--- config.mk ---
export PLATFORM = sky130hd
export DESIGN_NAME = arp_cache_table_unit
export DESIGN_NICKNAME = d
export VERILOG_FILES = /design/src/design/act_pkg.sv /design/src/design/arp_cache_table_unit.sv /design/src/design/act_ram.sv /design/src/design/act_ctrl.sv
export SDC_FILE = /design/constraint.sdc
export NUM_CORES = 2
export LEC_CHECK = 0
export BUFFER_PORTS_ARGS = -buffer_cell sky130_fd_sc_hd__buf_2
export CAP_MARGIN = 25
export CORE_MARGIN = 4
export CORE_UTILIZATION = 60
export CTS_BUF_LIST = sky130_fd_sc_hd__clkbuf_16
export DETAILED_ROUTE_END_ITERATION = 10
export HOLD_SLACK_MARGIN = 0.06
export PLACE_DENSITY = 0.8
export SYNTH_ARGS = -nofsm -noshare
export SYNTH_HDL_FRONTEND = slang
export SYNTH_SLANG_ARGS = --single-unit
--- constraint.sdc ---
create_clock -name i_clk -period 13.8 [get_ports i_clk]
set_input_delay 2.07 -clock i_clk [delete_from_list [all_inputs] [get_ports i_clk]]
set_output_delay 2.07 -clock i_clk [all_outputs]
set_load 0.02 [all_outputs]
--- src/design/act_pkg.sv ---
// ----------------------------------------------------------------------------
// act_pkg: shared types and constants of the ARP cache table
// Table geometry, operation and status codes, word layouts and the
// controller state type.
// ----------------------------------------------------------------------------
package act_pkg;

    // Table geometry
    localparam int TABLE_ENTRIES = 16;
    localparam int IDX_W         = $clog2(TABLE_ENTRIES);
    localparam int CNT_W         = $clog2(TABLE_ENTRIES + 1);

    // Field widths
    localparam int OP_W      = 3;
    localparam int STATUS_W  = 2;
    localparam int IP_W      = 32;
    localparam int MAC_W     = 48;
    localparam int ENTRY_W   = IP_W + MAC_W;
    localparam int CFG_IDX_W = 1;
    localparam int CFG_W     = MAC_W;

    // Operation codes
    localparam logic [OP_W-1:0] OP_INIT   = 3'd0;
    localparam logic [OP_W-1:0] OP_INSERT = 3'd1;
    localparam logic [OP_W-1:0] OP_DELETE = 3'd2;
    localparam logic [OP_W-1:0] OP_LOOKUP = 3'd3;
    localparam logic [OP_W-1:0] OP_UPDATE = 3'd4;

    // Status codes
    localparam logic [STATUS_W-1:0] ST_OK        = 2'd0;
    localparam logic [STATUS_W-1:0] ST_NOT_FOUND = 2'd1;
    localparam logic [STATUS_W-1:0] ST_PRESENT   = 2'd2;
    localparam logic [STATUS_W-1:0] ST_FULL      = 2'd3;

    // Configuration register indexes
    localparam logic [CFG_IDX_W-1:0] CFG_OWN_IP  = 1'b0;
    localparam logic [CFG_IDX_W-1:0] CFG_OWN_MAC = 1'b1;

    typedef struct packed {
        logic [OP_W-1:0]  operation;
        logic [IP_W-1:0]  ip_address;
        logic [MAC_W-1:0] mac_address;
    } t_req;

    typedef struct packed {
        logic [STATUS_W-1:0] status;
        logic [MAC_W-1:0]    found_mac;
    } t_rsp;

    // Request from the controller to the entry memory
    typedef struct packed {
        logic               we;
        logic [IDX_W-1:0]   waddr;
        logic [ENTRY_W-1:0] wdata;
        logic               re;
        logic [IDX_W-1:0]   raddr;
    } t_mem_req;

    typedef enum logic [2:0] {
        S_BOOT,
        S_IDLE,
        S_SCAN,
        S_FINISH
    } t_state;

endpackage

--- src/design/arp_cache_table_unit.sv ---
// ----------------------------------------------------------------------------
// arp_cache_table_unit: IPv4-to-MAC address cache
// Command-driven table with a static local entry and dynamic entries.
// ----------------------------------------------------------------------------
// Usage:
//   Drive a command word on i_req and raise start; it is taken at a clock
//   edge where busy is low. busy stays high until the command finishes.
//   Exactly one result word follows each command, on o_rsp for a single
//   cycle marked by o_done; the receiver cannot hold it off.
//   Lookup, insert, delete and update scan the entry memory one entry per
//   cycle through its single read port. Init and unknown commands skip the
//   scan. A new command may be given in the cycle the result is shown.
//   The two configuration registers (own IP, own MAC) are written through
//   i_cfg_we / i_cfg_idx / i_cfg_data; the user must do so only while idle,
//   which the block does not enforce. They reach the static entry at the
//   next init. Reset clears the dynamic valid bits at once and, with busy
//   high, writes the static entry as zero in the boot state.
// ----------------------------------------------------------------------------
module arp_cache_table_unit
    import act_pkg::*;
(
    input  logic                 i_clk,
    input  logic                 i_rst_n,
    input  logic                 start,
    output logic                 busy,
    input  t_req                 i_req,
    output logic                 o_done,
    output t_rsp                 o_rsp,
    input  logic                 i_cfg_we,
    input  logic [CFG_IDX_W-1:0] i_cfg_idx,
    input  logic [CFG_W-1:0]     i_cfg_data
);

    logic [IP_W-1:0]    r_own_ip;
    logic [MAC_W-1:0]   r_own_mac;
    t_mem_req           mem_req;
    logic [ENTRY_W-1:0] mem_rdata;

    // Hold the configuration registers
    always_ff @(posedge i_clk) begin
        if (!i_rst_n) begin
            r_own_ip  <= '0;
            r_own_mac <= '0;
        end else if (i_cfg_we) begin
            case (i_cfg_idx)
                CFG_OWN_IP: begin
                    r_own_ip <= i_cfg_data[IP_W-1:0];
                end
                CFG_OWN_MAC: begin
                    r_own_mac <= i_cfg_data[MAC_W-1:0];
                end
                default: begin
                    r_own_ip <= r_own_ip;
                end
            endcase
        end
    end

    act_ctrl u_ctrl (
        .i_clk     (i_clk),
        .i_rst_n   (i_rst_n),
        .i_start   (start),
        .i_req     (i_req),
        .i_own_ip  (r_own_ip),
        .i_own_mac (r_own_mac),
        .i_rdata   (mem_rdata),
        .o_mem     (mem_req),
        .o_busy    (busy),
        .o_done    (o_done),
        .o_rsp     (o_rsp)
    );

    act_ram #(
        .WIDTH (ENTRY_W),
        .DEPTH (TABLE_ENTRIES)
    ) u_entry_ram (
        .i_clk   (i_clk),
        .i_we    (mem_req.we),
        .i_waddr (mem_req.waddr),
        .i_wdata (mem_req.wdata),
        .i_re    (mem_req.re),
        .i_raddr (mem_req.raddr),
        .o_rdata (mem_rdata)
    );

endmodule

--- src/design/act_ram.sv ---
// ----------------------------------------------------------------------------
// act_ram: generic single-port-write, single-port-read RAM
// One write and one registered read per cycle.
// ----------------------------------------------------------------------------
module act_ram #(
    parameter int WIDTH = 8,
    parameter int DEPTH = 16
) (
    input  logic                     i_clk,
    input  logic                     i_we,
    input  logic [$clog2(DEPTH)-1:0] i_waddr,
    input  logic [WIDTH-1:0]         i_wdata,
    input  logic                     i_re,
    input  logic [$clog2(DEPTH)-1:0] i_raddr,
    output logic [WIDTH-1:0]         o_rdata
);

    logic [WIDTH-1:0] r_mem [DEPTH];
    logic [WIDTH-1:0] r_rdata;

    // Write port
    always_ff @(posedge i_clk) begin
        if (i_we) begin
            r_mem[i_waddr] <= i_wdata;
        end
    end

    // Registered read port
    always_ff @(posedge i_clk) begin
        if (i_re) begin
            r_rdata <= r_mem[i_raddr];
        end
    end

    assign o_rdata = r_rdata;

endmodule

--- src/design/act_ctrl.sv ---
// ----------------------------------------------------------------------------
// act_ctrl: command sequencer of the ARP cache table
// Scans the entry memory one entry a cycle, holds the valid bits, and
// applies the write back and the result of each command.
// ----------------------------------------------------------------------------
module act_ctrl
    import act_pkg::*;
(
    input  logic               i_clk,
    input  logic               i_rst_n,
    input  logic               i_start,
    input  t_req               i_req,
    input  logic [IP_W-1:0]    i_own_ip,
    input  logic [MAC_W-1:0]   i_own_mac,
    input  logic [ENTRY_W-1:0] i_rdata,
    output t_mem_req           o_mem,
    output logic               o_busy,
    output logic               o_done,
    output t_rsp               o_rsp
);

    t_state                   r_state, n_state;
    t_req                     r_req, n_req;
    logic [CNT_W-1:0]         r_addr, n_addr;
    logic                     r_cmp_vld, n_cmp_vld;
    logic [IDX_W-1:0]         r_cmp_idx, n_cmp_idx;
    logic                     r_hit, n_hit;
    logic [IDX_W-1:0]         r_hit_idx, n_hit_idx;
    logic [MAC_W-1:0]         r_hit_mac, n_hit_mac;
    logic                     r_free_found, n_free_found;
    logic [IDX_W-1:0]         r_free_idx, n_free_idx;
    logic [TABLE_ENTRIES-1:0] r_valid, n_valid;
    logic                     r_done, n_done;
    t_rsp                     r_rsp, n_rsp;

    logic [IP_W-1:0]  ent_ip;
    logic [MAC_W-1:0] ent_mac;
    logic             cmp_match;
    logic             cmp_last;
    logic             issue;
    logic             accept;
    logic             scan_op;

    assign ent_ip  = i_rdata[ENTRY_W-1:MAC_W];
    assign ent_mac = i_rdata[MAC_W-1:0];
    assign accept  = i_start && (r_state == S_IDLE);
    assign scan_op = (i_req.operation == OP_INSERT) || (i_req.operation == OP_DELETE)
                  || (i_req.operation == OP_LOOKUP) || (i_req.operation == OP_UPDATE);

    // Compare the entry returned by the memory; delete skips the static entry
    assign cmp_match = (r_state == S_SCAN) && r_cmp_vld && r_valid[r_cmp_idx]
                    && (ent_ip == r_req.ip_address)
                    && ((r_req.operation != OP_DELETE)
                        || ((r_cmp_idx != '0) && (ent_mac == r_req.mac_address)));
    assign cmp_last  = r_cmp_vld && (r_cmp_idx == IDX_W'(TABLE_ENTRIES - 1));
    assign issue     = (r_state == S_SCAN) && (r_addr < CNT_W'(TABLE_ENTRIES)) && !cmp_match;

    // Next state
    always_comb begin
        n_state = r_state;
        case (r_state)
            S_BOOT: begin
                n_state = S_IDLE;
            end
            S_IDLE: begin
                if (i_start) begin
                    n_state = scan_op ? S_SCAN : S_FINISH;
                end
            end
            S_SCAN: begin
                if (cmp_match || cmp_last) begin
                    n_state = S_FINISH;
                end
            end
            S_FINISH: begin
                n_state = S_IDLE;
            end
            default: begin
                n_state = S_IDLE;
            end
        endcase
    end

    // Scan bookkeeping, valid bits and result word
    always_comb begin
        n_req        = r_req;
        n_addr       = r_addr;
        n_cmp_vld    = issue;
        n_cmp_idx    = r_addr[IDX_W-1:0];
        n_hit        = r_hit;
        n_hit_idx    = r_hit_idx;
        n_hit_mac    = r_hit_mac;
        n_free_found = r_free_found;
        n_free_idx   = r_free_idx;
        n_valid      = r_valid;
        n_done       = 1'b0;
        n_rsp        = r_rsp;

        if (accept) begin
            n_req        = i_req;
            n_addr       = '0;
            n_hit        = 1'b0;
            n_free_found = 1'b0;
        end

        if (issue) begin
            n_addr = r_addr + CNT_W'(1);
        end

        // Capture the first hit and the lowest free dynamic slot
        if (cmp_match && !r_hit) begin
            n_hit     = 1'b1;
            n_hit_idx = r_cmp_idx;
            n_hit_mac = ent_mac;
        end
        if ((r_state == S_SCAN) && r_cmp_vld && !r_valid[r_cmp_idx]
                && (r_cmp_idx != '0) && !r_free_found) begin
            n_free_found = 1'b1;
            n_free_idx   = r_cmp_idx;
        end

        if (r_state == S_FINISH) begin
            n_done          = 1'b1;
            n_rsp.status    = ST_NOT_FOUND;
            n_rsp.found_mac = '0;
            case (r_req.operation)
                OP_INIT: begin
                    n_valid      = TABLE_ENTRIES'(1);
                    n_rsp.status = ST_OK;
                end
                OP_INSERT: begin
                    if (r_hit) begin
                        n_rsp.status = ST_PRESENT;
                    end else if (r_free_found) begin
                        n_valid[r_free_idx] = 1'b1;
                        n_rsp.status        = ST_OK;
                    end else begin
                        n_rsp.status = ST_FULL;
                    end
                end
                OP_DELETE: begin
                    if (r_hit) begin
                        n_valid[r_hit_idx] = 1'b0;
                        n_rsp.status       = ST_OK;
                    end
                end
                OP_LOOKUP: begin
                    if (r_hit) begin
                        n_rsp.status    = ST_OK;
                        n_rsp.found_mac = r_hit_mac;
                    end
                end
                OP_UPDATE: begin
                    if (r_hit) begin
                        n_rsp.status = ST_OK;
                    end
                end
                default: begin
                    n_rsp.status = ST_NOT_FOUND;
                end
            endcase
        end
    end

    // Memory requests: reads while scanning, zero write at boot, write back at the end
    always_comb begin
        o_mem.re    = issue;
        o_mem.raddr = r_addr[IDX_W-1:0];
        o_mem.we    = 1'b0;
        o_mem.waddr = '0;
        o_mem.wdata = {r_req.ip_address, r_req.mac_address};
        case (r_state)
            S_BOOT: begin
                o_mem.we    = 1'b1;
                o_mem.wdata = '0;
            end
            S_FINISH: begin
                if (r_req.operation == OP_INIT) begin
                    o_mem.we    = 1'b1;
                    o_mem.wdata = {i_own_ip, i_own_mac};
                end else if ((r_req.operation == OP_INSERT) && !r_hit && r_free_found) begin
                    o_mem.we    = 1'b1;
                    o_mem.waddr = r_free_idx;
                end else if ((r_req.operation == OP_UPDATE) && r_hit) begin
                    o_mem.we    = 1'b1;
                    o_mem.waddr = r_hit_idx;
                end
            end
            default: begin
                o_mem.we = 1'b0;
            end
        endcase
    end

    // Control registers
    always_ff @(posedge i_clk) begin
        if (!i_rst_n) begin
            r_state      <= S_BOOT;
            r_cmp_vld    <= 1'b0;
            r_hit        <= 1'b0;
            r_free_found <= 1'b0;
            r_valid      <= TABLE_ENTRIES'(1);
            r_done       <= 1'b0;
            r_addr       <= '0;
        end else begin
            r_state      <= n_state;
            r_cmp_vld    <= n_cmp_vld;
            r_hit        <= n_hit;
            r_free_found <= n_free_found;
            r_valid      <= n_valid;
            r_done       <= n_done;
            r_addr       <= n_addr;
        end
    end

    // Payload registers
    always_ff @(posedge i_clk) begin
        r_req      <= n_req;
        r_cmp_idx  <= n_cmp_idx;
        r_hit_idx  <= n_hit_idx;
        r_hit_mac  <= n_hit_mac;
        r_free_idx <= n_free_idx;
        r_rsp      <= n_rsp;
    end

    assign o_busy = (r_state != S_IDLE);
    assign o_done = r_done;
    assign o_rsp  = r_rsp;

    // The static entry never loses its valid bit
    a_static_valid: assert property (@(posedge i_clk) disable iff (!i_rst_n)
        r_valid[0])
        else $error("static entry lost its valid bit");

    // A result follows only the finishing step
    a_done_after_finish: assert property (@(posedge i_clk) disable iff (!i_rst_n)
        r_done |-> $past(r_state == S_FINISH))
        else $error("result without a finishing step");

    // A non-zero MAC is only ever reported with status ok
    a_mac_only_ok: assert property (@(posedge i_clk) disable iff (!i_rst_n)
        (r_done && (r_rsp.found_mac != '0)) |-> (r_rsp.status == ST_OK))
        else $error("found MAC reported on a failed command");

    // No write back while the scan reads the memory
    a_no_write_in_scan: assert property (@(posedge i_clk) disable iff (!i_rst_n)
        (r_state == S_SCAN) |-> !o_mem.we)
        else $error("memory write during scan");

endmodule
==> impl_results.md <==
* Static leakage at between 20 and 25 nW
* Max Slew Vio Count at 0
* Clock latency on the worst-skew pair at 0.78 ns
* Placer Congestion at 0.8181
* Post-Route WL at about 170 mm
* Core Area at 103800 um^2
* Adder-Cell Fraction of Synth Area at 0.0009955
* Most frequent cell after synthesis: edfxtp_1
* Cell variety after synth at just over 50
* Post-CTS setup buffer count at 0
* Top FF cell, synth: edfxtp_1
* First-pass GRT wire length at 243.5 mm
* # nets final at ~3500
* EDFF count, synth at ~1500
* Multi-input gate area at about 14000 um^2
* Drc violations at 0
* Die height at approximately 330 um
* Largest net degree at the start of global routing at between 150 and 200
* Total GRT Usage at 0.3094
* P_int at ~9.7 mW
* Initial antenna violation count at 9
* Arrival time at the worst endpoint at between 5 and 6 ns
* Logic pwr share at 0.185
* CTS max path bufs at 3
* Yosys reg bits at 1660
* Grt ovf at 0
* Synth Area in Compound Gates at 0.02043
* Die X at roughly 330 um
* Hold Violations, Final at 0
* Mapped cell area at between 60000 and 70000 um^2
* Crit share post-route at 0.3333
* Sw Share at 0.2791
* Pwr dens at between 150 and 200 nW/um^2
* Hold WC Path Type: register to register
* Ranking of synthesized cells by area: edfxtp_1 (74%), mux4_2 (14%), dfxtp_1 (3.5%)
* Slew @ Worst Pin at 1.152 ns
* Vias per inst at 6.931
* Synth warnings at 0
* CP Launch Type: register
* Root Driver: clkbuf_16
* Mux cell area share after synthesis at 0.1457
* Post-synthesis simple-gate area fraction at 0.03510
* Max_slew headroom at 0.2319
* Syn nets at 3208
* Detailed-placement wirelength estimate at slightly above 90 mm
* TritonCTS clock tree: yes
* FP Rows at approximately 120
* Clock Pin Slew Worst Setup and Hold Paths at ~0.060 ns
* Layout area overhead at 13.05%
* Unrepaired setup endpoints after global routing: false
* Fill count at between 5000 and 6000
* Max VDD drop at ~0.19 mV
* Post-CTS resize count at 0
* Vias in the first global route at roughly 34000
* Mean area per synthesized cell at ~20 um^2
* Synth cell count leaders: edfxtp_1 (1549), mux4_2 (401), nand2_1 (258)
* Via count at 33890
* Setup TNS Final at 0 ns
* Post-Synth XOR/XNOR Area at 0.01115
* Dpl cells at between 4000 and 5000
* CTS H-tree lvls at 4
* Num Clock Sinks at about 1700
* Endpoints failing setup at 0
* Share of cells above drive strength 1 at 0.2776
* Hold_buf cts at 0
* Maxcap violations at 0
* Largest family of logic cells by synthesized area: multiplexers
* Async SR Flop Fraction at 0
* Clk pwr share at 0.309
* Reg area at between 40000 and 50000 um^2
* Cells after Synth at between 3000 and 4000
* Initial DRC Count at 5995
* Layout Skew at around 0.044 ns
* I/O pin cnt at roughly 190
* Synth area leader: edfxtp_1
* Area share of the largest cell type after synthesis at 0.7402
* DIE AREA at 110000 um^2
* Post-synthesis sequential area ratio at 0.7755
* CP Capture Type: register
* Status: completed
* Drt pass-1 iters at 8
* Setup Crit Path Kind: register to register
* Port bufs at 187
* Tmin final at around 4.6 ns
* Post-route ant nets at 0
* Switch Pwr at between 3 and 4 mW
* Crit Path Max Fanout at 119
* Register share of total power at 0.506
* Num CTS Buffers at between 150 and 200
* Initial core utilization at 0.6055
* Wire per inst at approximately 35 um
* Fmax at 217.4 MHz
* Final non-filler cell total at slightly below 5000
* Req. time, crit path at 14.29 ns
[registers in the layout, summed over array words and instances, names as in the netlist, 16 cells and up]
register and cells:
r_own_ip 32, r_own_mac 48, u_ctrl.o_rsp 50, u_ctrl.r_hit_mac 48, u_ctrl.r_req 83, u_ctrl.r_valid 16, u_entry_ram.o_rdata 80, u_entry_ram.r_mem 1280
[metrics by stage]
step,hold WS (ns),worst slack (ns),utilization,area [um^2],power (mW)
3_5_place_dp,0.4482,8.777,0.6314,65530,9.086
6_report,0.4562,9.201,0.6845,71040,13.40
5_1_grt,0.4819,8.795,0.6843,71030,13.81
4_1_cts,0.4584,8.710,0.6789,70470,13.22
2_1_floorplan,0.3519,7.310,-,62840,8.245
3_3_place_gp,0.4431,8.937,0.6308,65470,8.934
[worst max-delay path, cell delays in order (launching register included)]
cell,delay [ns]
dfxtp_4,0.90
buf_4,0.66
buf_4,0.31
buf_16,0.31
buf_12,0.75
mux4_2,0.64
mux4_2,0.50
[layout make-up]
cell class	count	area share
Sequential cell	1660	0.6862
Multi-Input combinational cell	1239	0.1912
Clock buffer	163	0.05742
Timing Repair Buffer	304	0.02814
Tap cell	1380	0.02430
Clock inverter	131	0.01205
Inverter	8	0.0004579
Antenna cell	5	0.0001761
[cells in the final DEF (no fill, tap or decap), drive strengths merged, types with 3 or more instances in the layout]
master and count:
ha 5, or3 3, or2b 3, xnor2 78, diode 5, bufinv 3
nand3 11, nor3 9, nor4 7, clkinv 82, inv 52, a31oi 6
clkbuf 163, nand4 20, a21oi 191, buf 304, nand2b 3, nor2 125
dfxtp 111, o21ai 24, a22oi 3, nor2b 8, and2 51, a22o 4
edfxtp 1549, nand2 258, mux4 405
[worst paths after layout]
kind                        endpoint  slack (ns)  cells past startpoint             start
min reg2reg              r_own_ip[8]        0.46                      2       r_own_ip[8]
max          u_entry_ram.o_rdata[56]        9.20                      6  u_ctrl.r_addr[0]
min                      r_own_ip[8]        0.46                      2       r_own_ip[8]
max reg2reg  u_entry_ram.o_rdata[56]        9.20                      6  u_ctrl.r_addr[0]
[power by group through the flow]
stage | Sequential (mW) | Combinational (mW) | Clock (mW)
global route | 6.79 | 2.61 | 4.41
finish | 6.78 | 2.48 | 4.14
CTS | 6.79 | 2.27 | 4.16
detailed placement | 6.88 | 2.20 | 0
floorplan | 6.80 | 1.44 | 0
global placement | 6.86 | 2.07 | 0
[cell families (layout without fill, tap and decap cells)]
logic type,after synthesis,in the layout
xor+xnor,80,80
buf+inv,168,606
flops,1660,1660
mux,407,407
compound gates,241,241
simple gates,506,506
fa+ha+maj,5,5
other cells,0,5
[layer usage]
metal | wire length [um] | track usage | vias to the layer above
met1 | 58830 | 0.4239 | 17230
met5 | 27 | 0 | -
met3 | 23920 | 0.08922 | 482
met2 | 81270 | 0.4816 | 3195
met4 | 7391 | 0.1180 | 4
li1 | - | - | 12980
Power figures use the tool's default switching activity.
